`src/hdl/ltf_pkg.sv`:
```
// Shared types, constants and the fade rule for the toroidal life block.
package ltf_pkg;

    localparam int PIX_W = 8;
    localparam int IDX_W = 6;
    localparam logic [PIX_W-1:0] LIVE_PIX = 8'hFF;

    typedef enum logic [1:0] {
        KIND_WRITE   = 2'd0,
        KIND_READ    = 2'd1,
        KIND_ADVANCE = 2'd2
    } kind_t;

    typedef enum logic {
        ST_IDLE,
        ST_SWEEP
    } state_t;

    // broadcast to every row cell
    typedef struct packed {
        logic             shift_en;
        logic             wr_en;
        logic [IDX_W-1:0] wr_row;
        logic [IDX_W-1:0] wr_col;
        logic [PIX_W-1:0] wr_data;
    } cell_ctl_t;

    // dead cell decay: 255, 173, 91, 9, 0
    function automatic logic [PIX_W-1:0] fade_pix(input logic [PIX_W-1:0] v);
        logic [2:0] f;
        f = (v[2:0] > 3'd1) ? (v[2:0] - 3'd2) : 3'd0;
        return {f[2:1], 6'd0} + 8'({f, 3'b000}) + 8'(f);
    endfunction

endpackage

```
`src/hdl/ltf_row_cell.sv`:
```
// One row of the frame; shifts to its neighbor in the ring or takes a pixel write.
module ltf_row_cell #(
    parameter int GRID_WIDTH = 16,
    parameter int ROW_IDX    = 0
) (
    input  logic                                     aclk,
    input  logic                                     aresetn,
    input  ltf_pkg::cell_ctl_t                       ctl,
    input  logic [GRID_WIDTH*ltf_pkg::PIX_W-1:0]     shift_in,
    output logic [GRID_WIDTH*ltf_pkg::PIX_W-1:0]     row_out
);
    import ltf_pkg::*;

    localparam int COL_W = $clog2(GRID_WIDTH);

    logic [GRID_WIDTH*PIX_W-1:0] row_reg;
    logic [GRID_WIDTH*PIX_W-1:0] row_next;

    always_comb begin
        row_next = row_reg;
        if (ctl.shift_en) begin
            row_next = shift_in;
        end else if (ctl.wr_en && ctl.wr_row == IDX_W'(ROW_IDX)) begin
            row_next[ctl.wr_col[COL_W-1:0]*PIX_W +: PIX_W] = ctl.wr_data;
        end
    end

    always_ff @(posedge aclk) begin
        if (!aresetn) begin
            row_reg <= '0;
        end else begin
            row_reg <= row_next;
        end
    end

    assign row_out = row_reg;

endmodule

```
`config.mk`:
```
export PLATFORM = sky130hd
export DESIGN_NAME = ltf_row_cell
export DESIGN_NICKNAME = d
export VERILOG_FILES = /design/src/hdl/ltf_pkg.sv /design/src/hdl/ltf_row_cell.sv
export SDC_FILE = /design/constraint.sdc
export NUM_CORES = 1
export LEC_CHECK = 0
export ABC_AREA = 1
export BUFFER_PORTS_ARGS = -buffer_cell sky130_fd_sc_hd__buf_2
export CAP_MARGIN = 40
export CORE_ASPECT_RATIO = 0.6
export CORE_MARGIN = 3
export CORE_UTILIZATION = 53
export CTS_CLUSTER_SIZE = 12
export DETAILED_ROUTE_END_ITERATION = 8
export PLACE_DENSITY = 0.86
export REMOVE_ABC_BUFFERS = 1
export SLEW_MARGIN = 40
export SYNTH_ARGS = -nofsm -noshare
export SYNTH_HDL_FRONTEND = slang
export SYNTH_SLANG_ARGS = --single-unit
export TNS_END_PERCENT = 50
```
`constraint.sdc`:
```
create_clock -name aclk -period 5.05 [get_ports aclk]
set_clock_uncertainty 0.15 [all_clocks]
set_input_delay 0.505 -clock aclk [delete_from_list [all_inputs] [get_ports aclk]]
set_output_delay 0.505 -clock aclk [all_outputs]
set_load 0.01 [all_outputs]
```
==> flow_summary.ini <==
[outcome]
outcome = finished clean

[synth]
syn_inst = 1187
synth_top_area_cell = dfxtp_1
synth_edf_count = 0
synth_cell_types = 28
syn_area_um2 = 7140
synth-seq-cells = 128
yosys_warnings = 0
ys_top_cells_by_area = dfxtp_1, nand2_1, nor2_1
synth_top_area_share = 0.359
async_reset_ff_frac = 0
yosysMostFrequentCell = nand2_1
synthTopCellsByCount = nand2_1, nor2_1, nand3_1
ys_seq_area_frac = 0.359
synthFlopType = dfxtp_1
avgSynthCellArea_um2 = 6.01

[timing]
slew_violations = 0
timing.final.crit_period_ns = 3.74
tns_ns = 0
final_hold_viol_count = 0
max_slew_margin = 0.444
rsz0062_at_grt = false
finalSetupViolCount = 0
fin_crit_sh = 0.740
timing.fmax_mhz = 268
tightestPinTransition_ns = 0.831
timing.hold.ws_ns = 0.235

[critical_path]
crit_chain = buf_2, nor3_1, ha_1, clkinv_1, nand3_2, nor2_2, a21oi_1, nand2_1, nand3_1, nand2_1, inv_1
slowest_delay_ns = 0.75
endpoint_kind = flip-flop
critPathMaxFanout = 21
critPathLaunchType = input pin
worst_ep_arrival_time_ns = 3.93
slowest_stage = ha_1
worstPathRequired_ns = 5.24
cp_common_cell = nand2_1
worstSetupPathType = in2reg

[floorplanning]
start_util = 0.548
die_area_um2 = 14900
chipHeight_um = 95.9
chipWidth_um = 156
io_pins = 280
rows = 32
core_region_area_um2 = 13000

[routing]
final_antenna_net_count = 0
drt_first_pass_iters = 6
drtIter0Drc = 886
drc = 0
via_count = 8587
wl_um = 24700
vias_per_cell = 5.32
routedWlPerCell_um = 15.3

[layout]
syn_to_final_growth_pct = 27.4
post-route-util = 0.699
antennaDiodeCount = 0
design_area_um2 = 9090
layout-drive-gt1-share = 0.238
largest_register_ffs = 128
nNetsFinal = 1586

[global_routing]
grt-ovfl-total = 0
grt_start_max_net_pins = 92
grt_use_total = 0.316
grt_pass1_wl_um = 37400
grt_pass1_vias = 7193
antenna_found_initial = 2

[clocking]
tritoncts = done
htreeDepth = 4
cts_buffer_depth = 2
clk_pin_slew_ns = 0.06
cts_root_buf = clkbuf_16
numClockSinks = 128
postCtsSetupBuffers = 0
ctsHoldBuffers = 0
ctsResizeCount = 0
numCtsBuffers = 17
clk-insertion-delay-late_ns = 0.40

[power_and_ir_drop]
powerDensity_nw_per_um2 = 304
power.leakage_nw = 4.70
peakVddDrop_uv = 236
total_power_w = 0.00276

[job]
drv_cap = 0

[place]
dpl-instance-area_um2 = 8510
dp_hpwl_um = 18400
routabilityCongestion = 0.942
io_buffers = 277

[worst_hold_path]
hold_path.class = in2reg
[worst max-delay path, delay by kind of cell]
kind | cells | cell delay [ns]
AOI/OAI and AO/OA | 1 | 0.61
adders and majority gates | 1 | 0.75
buffers and inverters | 3 | 1.09
and+or+nand+nor | 6 | 0.94
[power by group]
part	internal (W)	leakage, nW	switching, W	total, W
clock	0.000735	0.265	0.000450	0.00119
combinational	0.000170	3.38	0.000310	0.000480
sequential	0.00107	1.05	0.0000286	0.00109
[final cells by class]
| cell class | count | area [um^2] |
|---|---|---|
| Clock buffer | 21 | 450 |
| Clock inverter | 10 | 114 |
| Fill cell | 1247 | 3920 |
| Inverter | 71 | 267 |
| Multi-Input combinational cell | 931 | 4040 |
| Sequential cell | 128 | 2560 |
| Tap cell | 170 | 213 |
| Timing Repair Buffer | 283 | 1450 |
[through the flow]
step           std cells  setup slack [ns]
2_1_floorplan       1130              1.91
3_3_place_gp        1582              1.18
3_5_place_dp        1582              1.08
4_1_cts             1613              1.46
5_1_grt             1614              1.04
6_report            1614              1.31
[logic make-up (layout without fill, tap and decap cells)]
logic type      after synthesis  count (layout)  synth area share
buf+inv                     128             385            0.0754
flops                       128             128             0.359
fa+ha+maj                     2               2           0.00351
compound gates               90              90            0.0715
simple gates                837             837             0.485
xor+xnor                      2               2           0.00508
[path summary, 6_finish.rpt]
path | start | end | slack, ns | cells after the start
max | ctl[8] | row_out[121] | 1.31 | 11
max reg2reg | row_out[121] | row_out[121] | 4.21 | 4
min | shift_in[1] | row_out[1] | 0.24 | 3
min reg2reg | row_out[122] | row_out[122] | 0.32 | 2
[layout by cell type, fill, tap and decap left out, types with 5 or more instances in the layout]
cell type and n:
nand2_1 419, buf_2 276, nor2_1 244, nand3_1 137, dfxtp_1 128, inv_1 64, a21oi_1 55, o21ai_0 24
clkbuf_16 17, nor3_1 9, clkinv_1 6, nor2_2 6, nand3_2 5, nand4_2 5, buf_4 5
[routing by layer]
layer  GRT usage  vias to the layer above  part of all wire  routed length, um
met3      0.0993                       34              0.12               3000
met5           0                        -            0.0011                 27
met1       0.453                     3831              0.45              11000
met4      0.0610                        4             0.012                309
met2       0.469                      492              0.42              10400
li1            -                     4226                 -                  -
No activity file was read; power rests on OpenSTA's default activity.
