$ cat config.mk
export PLATFORM = sky130hd
export DESIGN_NAME = ltf_row_rule
export DESIGN_NICKNAME = d
export VERILOG_FILES = /design/src/hdl/ltf_pkg.sv /design/src/hdl/ltf_row_rule.sv
export SDC_FILE = /design/constraint.sdc
export NUM_CORES = 1
export LEC_CHECK = 0
export ABC_AREA = 1
export BUFFER_PORTS_ARGS = -buffer_cell sky130_fd_sc_hd__buf_2
export CAP_MARGIN = 20
export CORE_AREA = 2 2 202 204
export DETAILED_ROUTE_END_ITERATION = 8
export DIE_AREA = 0 0 204 206
export MAX_ROUTING_LAYER = met4
export PLACE_DENSITY = 0.38
export SYNTH_ARGS = -nofsm -noshare
export SYNTH_HDL_FRONTEND = slang
export SYNTH_SLANG_ARGS = --single-unit
$ cat constraint.sdc
create_clock -name vclk -period 13.8
set_input_delay 4.14 -clock vclk [all_inputs]
set_output_delay 4.14 -clock vclk [all_outputs]
set_load 0.05 [all_outputs]
$ cat src/hdl/ltf_pkg.sv
// Shared types, constants and the fade rule for the toroidal life block.
package ltf_pkg;

    localparam int PIX_W = 8;
    localparam int IDX_W = 6;
    localparam logic [PIX_W-1:0] LIVE_PIX = 8'hFF;

    typedef enum logic [1:0] {
        KIND_WRITE   = 2'd0,
        KIND_READ    = 2'd1,
        KIND_ADVANCE = 2'd2
    } kind_t;

    typedef enum logic {
        ST_IDLE,
        ST_SWEEP
    } state_t;

    // broadcast to every row cell
    typedef struct packed {
        logic             shift_en;
        logic             wr_en;
        logic [IDX_W-1:0] wr_row;
        logic [IDX_W-1:0] wr_col;
        logic [PIX_W-1:0] wr_data;
    } cell_ctl_t;

    // dead cell decay: 255, 173, 91, 9, 0
    function automatic logic [PIX_W-1:0] fade_pix(input logic [PIX_W-1:0] v);
        logic [2:0] f;
        f = (v[2:0] > 3'd1) ? (v[2:0] - 3'd2) : 3'd0;
        return {f[2:1], 6'd0} + 8'({f, 3'b000}) + 8'(f);
    endfunction

endpackage

$ cat src/hdl/ltf_row_rule.sv
// Next-generation row from the rows above, at and below, columns wrapping.
module ltf_row_rule #(
    parameter int GRID_WIDTH = 16
) (
    input  logic [GRID_WIDTH*ltf_pkg::PIX_W-1:0] row_up,
    input  logic [GRID_WIDTH*ltf_pkg::PIX_W-1:0] row_mid,
    input  logic [GRID_WIDTH*ltf_pkg::PIX_W-1:0] row_down,
    output logic [GRID_WIDTH*ltf_pkg::PIX_W-1:0] row_new
);
    import ltf_pkg::*;

    logic [GRID_WIDTH-1:0] live_up;
    logic [GRID_WIDTH-1:0] live_mid;
    logic [GRID_WIDTH-1:0] live_down;

    for (genvar x = 0; x < GRID_WIDTH; x++) begin : g_live
        assign live_up[x]   = (row_up[x*PIX_W +: PIX_W] == LIVE_PIX);
        assign live_mid[x]  = (row_mid[x*PIX_W +: PIX_W] == LIVE_PIX);
        assign live_down[x] = (row_down[x*PIX_W +: PIX_W] == LIVE_PIX);
    end

    for (genvar x = 0; x < GRID_WIDTH; x++) begin : g_pix
        localparam int XM = (x == 0) ? GRID_WIDTH - 1 : x - 1;
        localparam int XP = (x == GRID_WIDTH - 1) ? 0 : x + 1;
        logic [3:0] count;
        logic       alive;

        assign count = 4'(live_up[XM]) + 4'(live_up[x]) + 4'(live_up[XP])
                     + 4'(live_mid[XM]) + 4'(live_mid[XP])
                     + 4'(live_down[XM]) + 4'(live_down[x]) + 4'(live_down[XP]);
        assign alive = (count == 4'd3) || (live_mid[x] && count == 4'd2);
        assign row_new[x*PIX_W +: PIX_W] = alive ? LIVE_PIX
                                                 : fade_pix(row_mid[x*PIX_W +: PIX_W]);
    end

endmodule

==> results_dict.tcl, run 1 <==
set metrics [dict create \
    outcome "completed" \
    final_util_pct 19.9 \
    power_frac_seq_pct 0 \
    rsz0062_at_grt "no" \
    die_area_um2 42000 \
    postCtsSetupBuffers 0 \
    first_global_vias 6557 \
    grt_usage_pct 10.4 \
    synth_most_common_cell "nand2_1" \
    yosysSeqAreaShare_pct 0 \
    synth_cell_type_count 22 \
    n_sequential_cell 0 \
    syn_area_um2 5370 \
    place_hpwl_mm 22.1 \
    die_w_um 204 \
    crit_arrival_ns 7.75 \
    grt_max_degree 5 \
    p_sw_share_pct 69.8 \
    grt_pass1_wl_mm 32.9 \
    area_delta_synth_final_pct 49.2 \
    first_iter_violations 106 \
    n_clock_buffer 0 \
    io_buffer_count 512 \
    detail-route-antenna-nets 0 \
    setup_ws_ns 1.91 \
    critPathKind "in -> out" \
    hold_viol 0 \
    viasPerCell 3.73 \
    finalPower_uw 254 \
    grt-ovfl-total 0 \
    rows 74 \
    vias 6602 \
    yosysTopAreaCell "fa_1" \
    finalCritPeriodShare_pct 86.2 \
    fp.dieH_um 206 \
    stdcell_count 1772 \
    p_comb_share_pct 100.0 \
    dp.cells 1768 \
    holdBufCountCts 0 \
    yosys-top-cells-area "fa_1 24%, ha_1 18%, nand2_1 17%, buf_4 11%, inv_1 7.2%" \
    cp.required_ns 9.66 \
    p_per_area_nw_per_um2 31.7 \
    setup_tns_ns 0 \
    pre_cts_slack_ns 1.80 \
    crit_fanout 3 \
    worstSetupEndpointType "primary output" \
    core_um2 40200 \
    cts_resized 0 \
    hold_path_class "in -> out" \
    slew_viol_final 0 \
    start_util_pct 13.4 \
    worst_pin_slew_ns 0.745 \
    p_leak_nw 5.02 \
    postSynthCellCount 804 \
    vdd_drop_max_mv 0.0234 \
    seq_area_um2 0 \
    synth_common_cells "240 x nand2_1, 103 x inv_1, 80 x buf_4, 76 x ha_1, 66 x nor2_1" \
    max_freq_mhz 84.1 \
    period_minus_slack_ns 11.89 \
    ioPinCount 512 \
    cap_violations 0 \
    power.internal_uw 76.8 \
    wirelength_mm 22.7 \
    fin_nets 1762 \
    clkPwrFrac_pct 0 \
    setup_viol 0 \
    wl_per_cell_um 12.8 \
    switchingPower_uw 177 \
    antenna_found_initial 11 \
    start_kind "input pin" \
    synthesis.nets 1328 \
    gp_congestion 0.832 \
    layout-drive-gt1-share_pct 43.6 \
    syn-mean-instance-area_um2 6.67 \
    yosysWarnings 0 \
    first_pass_iters 6 \
    drcViolationCount 0 \
    relSlewSlack_pct 50.2 \
    yosysTopAreaCellShare_pct 23.9 \
]
-- worst max-delay path, stage by stage --
cell and delay [ns]:
buf_2 0.10, nand4_1 0.10, nor2_1 0.43, fa_1 0.53, fa_1 0.51, inv_1 0.05
fa_1 0.47, inv_1 0.04, ha_1 0.19, fa_1 0.48, o21ai_1 0.06, a21oi_1 0.11
nand2_1 0.10, nand2_1 0.14, buf_2 0.29
-- cell type report --
| cell class | instances | area, um^2 |
|---|---|---|
| Multi-Input combinational cell | 603 | 4290 |
| Fill cell | 4635 | 32200 |
| Inverter | 121 | 470 |
| Timing Repair Buffer | 512 | 2560 |
| Antenna cell | 4 | 10.0 |
| Tap cell | 532 | 666 |
-- per-layer routing --
metal	up-vias	wire [um]	global-route usage, %
li1	3347	-	-
met1	2899	7890	10.1
met3	26	1420	0.694
met5	-	0	-
met4	0	493	1.89
met2	330	12900	22.3
-- kinds of logic after synthesis --
kind of cell	after synthesis	share of synthesized area (%)
simple gates	429	35.0
buf+inv	201	20.0
fa+ha+maj	140	41.6
compound gates	34	3.45
-- path summary, 6_finish.rpt --
check | from | to | slack (ns) | depth (start not counted)
max | row_up[103] | row_new[106] | 1.91 | 15
min | row_mid[24] | row_new[27] | 8.72 | 4
-- power groups by stage --
stage	Clock, mW	Combinational, mW	Sequential (mW)
2_1_floorplan	0	0.183	0
3_3_place_gp	0	0.256	0
3_5_place_dp	0	0.256	0
4_1_cts	0	0.257	0
5_1_grt	0.0000000388	0.272	0
6_report	0.0000000389	0.254	0
-- metrics by stage --
step	instance area (um^2)	hold WS, ns
finish	8000	8.72
global route	8000	8.75
CTS	7990	8.72
detailed placement	7990	8.73
global placement	7990	8.72
floorplan	5370	8.62
-- cells in the final DEF (no fill, tap or decap), types with 7 or more instances in the layout --
master and count:
buf_2 512, inv_2 15, a21oi_1 14, o21ai_1 16, nor2_1 66, nand3b_1 7
nand2_2 7, ha_1 76, inv_1 103, fa_1 64, nand3_1 44, nand4_1 56
nand2_1 240
No activity file was read; power rests on OpenSTA's default activity.
==> inputs of run 2 (changes only) <==
ABC_AREA = default   (was 1)
ABC_CLOCK_PERIOD_IN_PS = 13800   (was default)
CORE_AREA = 2 2 198 200   (was 2 2 202 204)
DIE_AREA = 0 0 200 202   (was 0 0 204 206)
==> results_dict.tcl, run 2 <==
set metrics [dict create \
    most-common-layout-cells "512 x buf_2, 96 x nand4_1, 84 x inv_1" \
    ioPinCount 512 \
    layout-drive-gt1-share_pct 49.9 \
    area_delta_synth_final_pct 51.8 \
    clkPwrFrac_pct 0 \
    cpMaxStageDelayCell "fa_1" \
    worstSetupEndpointType "primary output" \
    dp.cells 1558 \
    outcome "completed" \
    finalPower_uw 248 \
    yosysSeqAreaShare_pct 0 \
    yosysTopAreaCell "fa_1" \
    relSlewSlack_pct 53.5 \
    p_per_area_nw_per_um2 32.3 \
    critPathKind "in -> out" \
    n_sequential_cell 0 \
    crit_arrival_ns 8.06 \
    seq_area_um2 0 \
    p_leak_nw 4.34 \
    worst_pin_slew_ns 0.695 \
    finalCritPeriodShare_pct 88.4 \
    viasPerCell 3.91 \
    syn_area_um2 5050 \
    grt-ovfl-total 0 \
    setup_tns_ns 0 \
    cap_violations 0 \
    p_comb_share_pct 100.0 \
    first_iter_violations 85 \
    multi_input_area_um2 4130 \
    vias 6105 \
    wl_per_cell_um 14.0 \
    grtUsageMet3_pct 0.567 \
    fin_nets 1566 \
    syn-mean-instance-area_um2 8.30 \
    period_minus_slack_ns 12.20 \
    rows 72 \
    grt_pass1_wl_mm 31.2 \
    hold_path_class "in -> out" \
    synth_most_common_cell "nand4_1" \
    core_um2 38300 \
    drcViolationCount 0 \
    grt_use_met2_pct 21.3 \
    synth_cell_type_count 21 \
    place_hpwl_mm 21.1 \
    postSynthCellCount 608 \
    yosysWarnings 0 \
    min_to "row_new[113]" \
    io_buffer_count 512 \
    final_util_pct 20.0 \
    crit_fanout 3 \
    die_w_um 200 \
    grtUsageMet1_pct 10.6 \
    path_buf_inv 5 \
    holdBufCountCts 0 \
    place_area_um2 7660 \
    hold_depth 3 \
    mostFrequentLayoutCell "buf_2" \
    setup_viol 0 \
    slew_viol_final 0 \
    cts_resized 0 \
    first_global_vias 6146 \
    start_util_pct 13.2 \
    power.internal_uw 75.2 \
    whs_ns 8.70 \
    gp_congestion 0.761 \
    first_pass_iters 4 \
    setup_ws_ns 1.60 \
    worstPathCellList "buf_2, nand4_1, nor2_1, inv_1, fa_1, fa_1, fa_1, inv_1, ha_1, fa_1, inv_1, o32ai_1, buf_2" \
    detail-route-antenna-nets 0 \
    postCtsSetupBuffers 0 \
    yosys-top-cells-area "fa_1 25%, ha_1 19%, buf_4 12%, nand4_1 12%, o32ai_1 7.3%" \
    cp.required_ns 9.66 \
    hold_path_startpoint "row_mid[113]" \
    cpPeakStageDelay_ns 0.54 \
    final_cell_area_um2 7660 \
    grt_max_degree 5 \
    fp.dieH_um 202 \
    n_clock_buffer 0 \
    grt_usage_pct 10.3 \
    top_usage_layer "met2" \
    cp_top_family "adder cells" \
    antenna_found_initial 6 \
    power_frac_seq_pct 0 \
    synthesis.nets 1132 \
    p_sw_share_pct 69.6 \
    max_freq_mhz 81.9 \
    num-fill-cells 4331 \
    vdd_drop_max_mv 0.0186 \
    hold_viol 0 \
    rsz0062_at_grt "no" \
    stdcell_count 1560 \
    synth_common_cells "96 x nand4_1, 84 x inv_1, 80 x buf_4, 76 x ha_1, 64 x fa_1" \
    start_kind "input pin" \
    cpMostUsedCell "fa_1" \
    die_area_um2 40400 \
    pre_cts_slack_ns 1.46 \
    yosysTopAreaCellShare_pct 25.4 \
    switchingPower_uw 173 \
    wirelength_mm 21.9 \
]
==> run 2: cell type report <==
type	instances	area share (%)
well taps	518	8.46
diodes	2	0.0653
repair buffers	512	33.4
inverters	84	4.11
multi-input cells	444	53.9
==> run 2: worst max-delay path by stage <==
stage / start / endpoint / slack [ns] / cells past startpoint
after global placement: row_up[3] / row_new[5] / 1.49 / 13
final: row_up[3] / row_new[5] / 1.60 / 13
after CTS: row_up[3] / row_new[5] / 1.45 / 13
after global routing: row_up[3] / row_new[6] / 1.30 / 13
after floorplan: row_up[14] / row_new[4] / 1.08 / 12
after detailed placement: row_up[3] / row_new[5] / 1.46 / 13
==> run 2: power by group through the flow <==
stage	combinational, mW	clock, mW	sequential [mW]
floorplan	0.178	0	0
global placement	0.249	0	0
detailed placement	0.250	0	0
CTS	0.250	0	0
global route	0.265	0.0000000194	0
finish	0.248	0.0000000194	0
==> run 2: tightest hold or removal path, delay by kind of cell <==
family | cells | cell delay, ns
buffers and inverters | 2 | 0.32
AO/OA/AOI/OAI | 1 | 0.09
==> run 2: kinds of logic after synthesis <==
group,after synthesis,synth area share (%)
AND/OR/NAND/NOR,194,20.7
adder cells (fa/ha/maj),140,44.2
AO/OA/AOI/OAI,110,17.0
buffers and inverters,164,18.1
==> run 2: metal layers <==
layer | share of wire (%) | wire (um)
met3 | 6.5 | 1430
met1 | 37 | 8000
met5 | 0 | 0
met4 | 1.4 | 299
met2 | 56 | 12200
==> inputs of run 3 (changes only) <==
PLACE_DENSITY = default   (was 0.38)
RECOVER_POWER = 25   (was default)
==> results_dict.tcl, run 3 (synthesized netlist as in run 2, its figures left out) <==
set metrics [dict create \
    grtUsageMet3_pct 1.22 \
    n_sequential_cell 0 \
    vias 6282 \
    holdBufCountCts 0 \
    p_per_area_nw_per_um2 32.2 \
    viasPerCell 4.00 \
    p_leak_nw 4.24 \
    rsz0062_at_grt "no" \
    grt_usage_pct 11.2 \
    first_iter_violations 164 \
    postCtsSetupBuffers 0 \
    start_kind "input pin" \
    slew_viol_final 0 \
    finalCritPeriodShare_pct 88.9 \
    most-common-layout-cells "480 x buf_2, 96 x nand4_1, 84 x inv_1" \
    detail-route-antenna-nets 0 \
    ioPinCount 512 \
    hold_path_class "in -> out" \
    worst_pin_slew_ns 0.662 \
    grt_max_degree 5 \
    setup_tns_ns 0 \
    cp.required_ns 9.66 \
    die_w_um 200 \
    die_area_um2 40400 \
    first_pass_iters 4 \
    rows 72 \
    place_hpwl_mm 22.1 \
    period_minus_slack_ns 12.27 \
    area_delta_synth_final_pct 51.6 \
    max_freq_mhz 81.5 \
    layout-drive-gt1-share_pct 46.8 \
    hold_viol 0 \
    p_comb_share_pct 100.0 \
    wl_per_cell_um 14.8 \
    wirelength_mm 23.2 \
    place_area_um2 7660 \
    p_sw_share_pct 70.3 \
    drcViolationCount 0 \
    power_frac_seq_pct 0 \
    fp.dieH_um 202 \
    finalPower_uw 246 \
    setup_viol 0 \
    first_global_vias 6560 \
    worstSetupEndpointType "primary output" \
    n_clock_buffer 0 \
    cap_violations 0 \
    top_usage_layer "met2" \
    crit_arrival_ns 8.13 \
    grt_pass1_wl_mm 33.7 \
    crit_fanout 3 \
    gp_congestion 0.880 \
    core_um2 38300 \
    vdd_drop_max_mv 0.0224 \
    final_cell_area_um2 7650 \
    critPathKind "in -> out" \
    fin_nets 1566 \
    power.internal_uw 73.2 \
    seq_area_um2 0 \
    grt-ovfl-total 0 \
    switchingPower_uw 173 \
    clkPwrFrac_pct 0 \
    io_buffer_count 512 \
    grtUsageMet1_pct 11.3 \
    relSlewSlack_pct 55.7 \
    hold_depth 3 \
    outcome "completed" \
    grt_use_met2_pct 22.0 \
    start_util_pct 13.2 \
    cts_resized 0 \
    antenna_found_initial 18 \
    mostFrequentLayoutCell "buf_2" \
]
==> run 3: final cells by class <==
type	count	area, um^2
inverters	84	315
multi-input cells	444	4130
repair buffers	512	2520
well taps	518	648
diodes	14	35.0
fillers	4344	30600
==> run 3: final timing paths <==
| kind | startpoint | end |
|---|---|---|
| min | row_mid[121] | row_new[126] |
| max | row_up[101] | row_new[105] |
==> run 3: worst max-delay path, stage by stage <==
cell and delay, ns:
buf_2 0.12, nand4_1 0.21, nor2_1 0.42, fa_1 0.51, fa_1 0.51, inv_1 0.05
fa_1 0.47, inv_1 0.04, ha_1 0.20, fa_1 0.49, inv_1 0.06, o32ai_1 0.52
buf_2 0.37
==> run 3: metal layers <==
layer | share of wire (%) | wire length [um]
met1 | 38 | 8740
met2 | 53 | 12400
met3 | 6.0 | 1400
met4 | 2.8 | 659
met5 | 0 | 0
==> run 3: metrics by stage <==
| stage | hold WS [ns] | std cells | utilization (%) | worst slack [ns] |
|---|---|---|---|---|
| floorplan | 8.59 | 608 | - | 1.08 |
| global placement | 8.70 | 1558 | 20.0 | 1.40 |
| detailed placement | 8.70 | 1558 | 20.0 | 1.38 |
| CTS | 8.70 | 1558 | 20.0 | 1.37 |
| global route | 8.73 | 1572 | 20.0 | 1.19 |
| finish | 8.70 | 1572 | 20.0 | 1.53 |
==> run 3: power by group through the flow <==
stage | combinational [mW] | sequential, mW | clock [mW]
floorplan | 0.178 | 0 | 0
global placement | 0.247 | 0 | 0
detailed placement | 0.249 | 0 | 0
CTS | 0.250 | 0 | 0
global route | 0.263 | 0 | 0.000000136
finish | 0.246 | 0 | 0.000000136
